`config.mk`:
```
export PLATFORM = sky130hd
export DESIGN_NAME = crc24_word_checksum_verify
export DESIGN_NICKNAME = d
export VERILOG_FILES = /design/src/sv/crc24wv_pkg.sv /design/src/sv/crc24_word_checksum_verify.sv
export SDC_FILE = /design/constraint.sdc
export NUM_CORES = 1
export LEC_CHECK = 0
export ABC_AREA = 1
export BUFFER_PORTS_ARGS = -buffer_cell sky130_fd_sc_hd__buf_2
export CAP_MARGIN = 0
export CORE_MARGIN = 2
export CORE_UTILIZATION = 25
export DETAILED_ROUTE_END_ITERATION = 7
export PLACE_DENSITY = 0.46
export SYNTH_ARGS = -nofsm -noshare
export SYNTH_HDL_FRONTEND = slang
export SYNTH_SLANG_ARGS = --single-unit
```
`constraint.sdc`:
```
create_clock -name clk -period 1.9 [get_ports clk]
set_input_delay 0.095 -clock clk [delete_from_list [all_inputs] [get_ports clk]]
set_output_delay 0.095 -clock clk [all_outputs]
set_load 0.01 [all_outputs]
```
`src/sv/crc24wv_pkg.sv`:
```
// types, constants and the word update function of the crc-24 word checksum verifier
`default_nettype none

package crc24wv_pkg;

    // generator polynomial, the top bit is implicit
    localparam logic [23:0] POLY24 = 24'h80001B;

    // status reported with each checksum
    typedef enum logic [1:0] {
        STATUS_MATCH    = 2'd0,
        STATUS_ZERO     = 2'd1,
        STATUS_MISMATCH = 2'd2
    } status_t;

    // one 16-bit word into the running register: shift, fold in word, reduce
    function automatic logic [23:0] crc_word_step(input logic [23:0] crc,
                                                  input logic [15:0] word);
        logic [23:0] shifted;
        begin
            shifted = {crc[22:0], 1'b0} ^ {8'd0, word};
            if (crc[23])
            begin
                shifted = shifted ^ POLY24;
            end
            return shifted;
        end
    endfunction

endpackage

`default_nettype wire

```
`src/sv/crc24_word_checksum_verify.sv`:
```
// top level of the crc-24 word checksum verifier
//
// Usage:
//   Bytes arrive on the s_axis stream, one per transaction, with tlast on the
//   final byte of a stream. Bytes are paired low then high into 16-bit words,
//   each word updating a 24-bit crc (polynomial 0x80001B); an odd final byte
//   is paired with a zero high byte.
//   For each stream one transaction leaves on m_axis: tdata carries the
//   checksum, tuser the status (match, zero checksum, or mismatch against the
//   value last written through cfg_we / cfg_wdata).
//   Throughput is one byte per cycle, except that a final byte waits while an
//   earlier result has not been taken; the whole update runs between the input
//   register and the result register. m_axis_tvalid rises once the transaction
//   carrying tlast has passed the input register, then the result register.
//   When the receiver stalls the result is held in the output register; the
//   block keeps taking non-final bytes of the next stream, and holds a further
//   final byte in its input register until the result has been taken.
//   Reset clears the crc, any held byte, the expected value and both
//   pipeline registers; no result is pending after reset.
`default_nettype none

module crc24_word_checksum_verify (
    input  wire logic        clk,
    input  wire logic        rst_n,
    // configuration: expected checksum
    input  wire logic        cfg_we,
    input  wire logic [23:0] cfg_wdata,
    // byte stream in
    input  wire logic        s_axis_tvalid,
    output      logic        s_axis_tready,
    input  wire logic [7:0]  s_axis_tdata,   // [7:0] data_byte
    input  wire logic        s_axis_tlast,   // last_byte
    // result out
    output      logic        m_axis_tvalid,
    input  wire logic        m_axis_tready,
    output      logic [23:0] m_axis_tdata,   // [23:0] checksum
    output      logic [1:0]  m_axis_tuser    // [1:0] status
);

    logic        expected_reg;
    logic [23:0] expected_crc_reg;

    logic        in_valid_reg;
    logic [7:0]  in_byte_reg;
    logic        in_last_reg;

    logic [23:0] crc_reg;
    logic [7:0]  held_reg;
    logic        pending_reg;

    logic                  out_valid_reg;
    logic [23:0]           out_checksum_reg;
    crc24wv_pkg::status_t  out_status_reg;

    logic                  s_accept;
    logic                  advance;
    logic [15:0]           word;
    logic [23:0]           crc_next;
    crc24wv_pkg::status_t  status_next;

    assign expected_reg = 1'b1;

    // expected checksum register
    always_ff @(posedge clk or negedge rst_n)
    begin
        if (!rst_n)
        begin
            expected_crc_reg <= 24'd0;
        end
        else if (cfg_we && expected_reg)
        begin
            expected_crc_reg <= cfg_wdata;
        end
    end

    // handshake: the input register moves on unless a final byte meets a full output
    assign advance       = in_valid_reg && (!in_last_reg || !out_valid_reg || m_axis_tready);
    assign s_axis_tready = !in_valid_reg || advance;
    assign s_accept      = s_axis_tvalid && s_axis_tready;

    // input register
    always_ff @(posedge clk or negedge rst_n)
    begin
        if (!rst_n)
        begin
            in_valid_reg <= 1'b0;
        end
        else if (s_accept)
        begin
            in_valid_reg <= 1'b1;
        end
        else if (advance)
        begin
            in_valid_reg <= 1'b0;
        end
    end

    always_ff @(posedge clk)
    begin
        if (s_accept)
        begin
            in_byte_reg <= s_axis_tdata;
            in_last_reg <= s_axis_tlast;
        end
    end

    // word assembly and crc update
    always_comb
    begin
        word     = pending_reg ? {in_byte_reg, held_reg} : {8'd0, in_byte_reg};
        crc_next = crc24wv_pkg::crc_word_step(crc_reg, word);
        if (crc_next == 24'd0)
        begin
            status_next = crc24wv_pkg::STATUS_ZERO;
        end
        else if (crc_next != expected_crc_reg)
        begin
            status_next = crc24wv_pkg::STATUS_MISMATCH;
        end
        else
        begin
            status_next = crc24wv_pkg::STATUS_MATCH;
        end
    end

    // running crc and held low byte
    always_ff @(posedge clk or negedge rst_n)
    begin
        if (!rst_n)
        begin
            crc_reg     <= 24'd0;
            held_reg    <= 8'd0;
            pending_reg <= 1'b0;
        end
        else if (advance)
        begin
            if (in_last_reg)
            begin
                crc_reg     <= 24'd0;
                held_reg    <= 8'd0;
                pending_reg <= 1'b0;
            end
            else if (pending_reg)
            begin
                crc_reg     <= crc_next;
                held_reg    <= 8'd0;
                pending_reg <= 1'b0;
            end
            else
            begin
                held_reg    <= in_byte_reg;
                pending_reg <= 1'b1;
            end
        end
    end

    // result register
    always_ff @(posedge clk or negedge rst_n)
    begin
        if (!rst_n)
        begin
            out_valid_reg <= 1'b0;
        end
        else if (advance && in_last_reg)
        begin
            out_valid_reg <= 1'b1;
        end
        else if (m_axis_tready)
        begin
            out_valid_reg <= 1'b0;
        end
    end

    always_ff @(posedge clk)
    begin
        if (advance && in_last_reg)
        begin
            out_checksum_reg <= crc_next;
            out_status_reg   <= status_next;
        end
    end

    assign m_axis_tvalid = out_valid_reg;
    assign m_axis_tdata  = out_checksum_reg;
    assign m_axis_tuser  = out_status_reg;

    // a new result only follows a final byte leaving the input register
    assert property (@(posedge clk) disable iff (!rst_n)
        $rose(out_valid_reg) |-> $past(advance && in_last_reg))
        else $error("result raised without a final byte");

    // zero status exactly when the checksum is zero
    assert property (@(posedge clk) disable iff (!rst_n)
        out_valid_reg |-> ((out_checksum_reg == 24'd0)
                           == (out_status_reg == crc24wv_pkg::STATUS_ZERO)))
        else $error("zero status disagrees with checksum");

    // a match is reported only when the checksum equals the expected value
    assert property (@(posedge clk) disable iff (!rst_n)
        (out_valid_reg && out_status_reg == crc24wv_pkg::STATUS_MATCH)
            |-> (out_checksum_reg == expected_crc_reg))
        else $error("match reported on differing checksum");

    // state is cleared after each stream
    assert property (@(posedge clk) disable iff (!rst_n)
        (advance && in_last_reg) |=> (!pending_reg && crc_reg == 24'd0))
        else $error("crc state not cleared at end of stream");

    // a final byte never overwrites a result still waiting
    assert property (@(posedge clk) disable iff (!rst_n)
        (out_valid_reg && !m_axis_tready) |-> !(advance && in_last_reg))
        else $error("pending result overwritten");

endmodule

`default_nettype wire
```
==> impl_metrics.json <==
{
  "status": "complete, no violations",
  "place_area_um2": 4949,
  "reg2reg_to": "m_axis_tuser[1]",
  "layout_common_cells": "nand2_1, buf_2, inv_1",
  "path_class": "flop to flop",
  "portBuffers": 65,
  "grt_first_pass_wirelength_um": 18830,
  "final_common_cell": "nand2_1",
  "crit_family": "simple AND/OR/NAND/NOR gates",
  "crit_path_cell_trace": "buf_12, inv_8, nand2_2, nand3_1, nand2_4, nor3_4, nand3_2, nor2_4, nor2_1",
  "cp-end-kind": "flop",
  "power_density_nw_per_um2": 999.0,
  "layout.nets": 627,
  "slew_headroom_pct": 68.91,
  "via_count": 3543,
  "r2r.worst_path.cells": 9,
  "fmax_ghz": 0.5602,
  "min_path_cells": 3,
  "hold_end": "expected_crc_reg[12]",
  "p_total_mw": 5.735,
  "first_pass_iters": 4,
  "fin_area_um2": 5741,
  "drtIter0Drc": 241,
  "synth_warnings": 0,
  "synthTopCellsByArea": "dfrtp_1, edfxtp_1, nand2_1",
  "yosys_register_bits": 94,
  "fillers": 1778,
  "finalCritPeriodShare_pct": 93.95,
  "synth_top_cell_by_area": "dfrtp_1",
  "cpPeakStageDelay_ps": 460,
  "rsz0062_at_grt": "yes",
  "syn_nets": 517,
  "synth.distinct_cells": 27,
  "cp_data_required_time_ps": 2020,
  "arrival_ps": 1900,
  "core_area_um2": 17120,
  "drv_cap": 0,
  "stdcell_count": 819,
  "r2r_setup_slack_ps": 120,
  "critPathMaxFanout": 18,
  "initial_core_util_pct": 25.22,
  "die_w_um": 135.4,
  "worst_setup_path_start_kind": "flop",
  "track_usage_pct": 13.77,
  "cts.sinks": 94,
  "die_h_um": 135.4,
  "finalHoldViolCount": 0,
  "num_rows": 48,
  "p_leak_nw": 2.625,
  "drtAntennaViolNets": 0,
  "antenna_found_initial": 0,
  "crit_slowest_cell": "dfrtp_2",
  "drive_gt1_share_pct": 23.23,
  "wl_per_cell_um": 14.38,
  "hold_class": "primary input to flop",
  "gp_congestion": 0.8058,
  "drv_slew": 0,
  "io_pins": 66,
  "cts_buffers": 9,
  "root_buffer": "clkbuf_16",
  "routed_wl_um": 11770,
  "grt_pass1_vias": 3530,
  "grt_start_max_net_pins": 60,
  "drt-vias-per-instance": 4.326,
  "htree_levels": 3,
  "hold_start": "cfg_we",
  "vdd_ir_drop_max_mv": 0.4765,
  "post-place-cells": 765,
  "finalCriticalPeriod_ps": 1785,
  "synth_top_cell_area_share_pct": 34.20,
  "r2r_start": "pending_reg",
  "tightestPinTransition_ps": 466.3,
  "path_buf_inv": 2,
  "syn_inst": 479,
  "diodes": 0,
  "drc_errors": 0,
  "hpwl_um": 8397,
  "finClkSkew_ps": 3.618,
  "clk_latency_ps": 360,
  "netlist_area_um2": 4317,
  "tritoncts": "done",
  "clk_pin_slew_ps": 60,
  "ys_seq_area_share_pct": 58.55,
  "area_delta_synth_final_pct": 32.99,
  "grt.overflow.total": 0,
  "syn_avg_cell_area_um2": 9.012,
  "setup_violations": 0,
  "die_area_um2": 18330,
  "cts.path.max_buffers": 2
}
## area by class of cell
cell class	count	area [um2]	share of cell area [%]
clock inverters	3	42.54	0.7411
inverters	69	266.5	4.643
flip-flops and latches	94	2529	44.05
repair buffers	114	853.3	14.86
multi-input cells	301	1508	26.26
well taps	225	281.5	4.904
clock buffers	13	260.3	4.534
## tightest hold or removal path, stage by stage
cell and delay [ps]:
buf_2 250, nand2_1 100, o21ai_0 70
## worst max-delay path by stage
stage               slack (ps)         endpoint  depth (start not counted)     startpoint
finish                     120  m_axis_tuser[1]                          9    pending_reg
global route               -20  m_axis_tuser[1]                         12    pending_reg
CTS                         10  m_axis_tuser[1]                          9    pending_reg
detailed placement        -210  m_axis_tuser[1]                         10    pending_reg
global placement          -250  m_axis_tuser[1]                         10    pending_reg
floorplan                  190  m_axis_tdata[0]                          5  m_axis_tvalid
## cell usage after synthesis, drive strengths merged
| master | number |
|---|---|
| nand2 | 153 |
| inv | 69 |
| dfrtp | 59 |
| nand3 | 52 |
| o21ai | 37 |
| edfxtp | 35 |
| nor2 | 20 |
| o22ai | 18 |
| buf | 9 |
| clkbuf | 6 |
| mux2 | 4 |
| nor3 | 4 |
| o31ai | 4 |
| nand4 | 3 |
| xnor2 | 3 |
| a21oi | 2 |
| xor2 | 1 |
## cells by family (layout without fill, tap and decap cells)
group	count (synthesis)	count (layout)	synth area share [%]
AND/OR/NAND/NOR	232	232	22.96
multiplexers	4	4	1.043
flip-flops	94	94	58.55
AO/OA/AOI/OAI	61	61	8.087
buffers and inverters	84	199	8.551
XOR/XNOR	4	4	0.8117
## stage by stage
| stage | setup slack [ps] | hold WS, ps | setup TNS, ps | utilization [%] |
|---|---|---|---|---|
| 2_1_floorplan | 192.7 | -200.6 | 0 | - |
| 3_3_place_gp | -245.3 | 145.5 | -330.1 | 28.91 |
| 3_5_place_dp | -209.1 | 136.2 | -262.6 | 28.91 |
| 4_1_cts | 13.85 | 213.2 | 0 | 33.14 |
| 5_1_grt | -21.54 | 246.1 | -21.54 | 33.54 |
| 6_report | 115.0 | 216.2 | 0 | 33.54 |
## power breakdown
group          leakage, nW  total [mW]  internal, mW  switching (mW)
Combinational         1.39        1.38         0.514           0.867
Clock                0.146        1.86          1.09           0.772
Sequential            1.09        2.49          2.36           0.130
## per-layer routing
metal | vias up | track usage, % | wire, um
met1 | 1662 | 18.18 | 5526
met3 | 11 | 3.479 | 577
met4 | 0 | 4.514 | 170
li1 | 1779 | - | -
met5 | - | 0 | 0
met2 | 91 | 22.19 | 5500
## repair_timing
item,4_1_cts,5_1_grt
endpoints found under the hold margin,94,0
resized for setup,5,24
hold buffers,36,0
gates cloned,1,0
setup buffers,1,0
setup endpoints to repair,2,2
pin swaps,2,6
No activity file was read; power rests on OpenSTA's default activity.
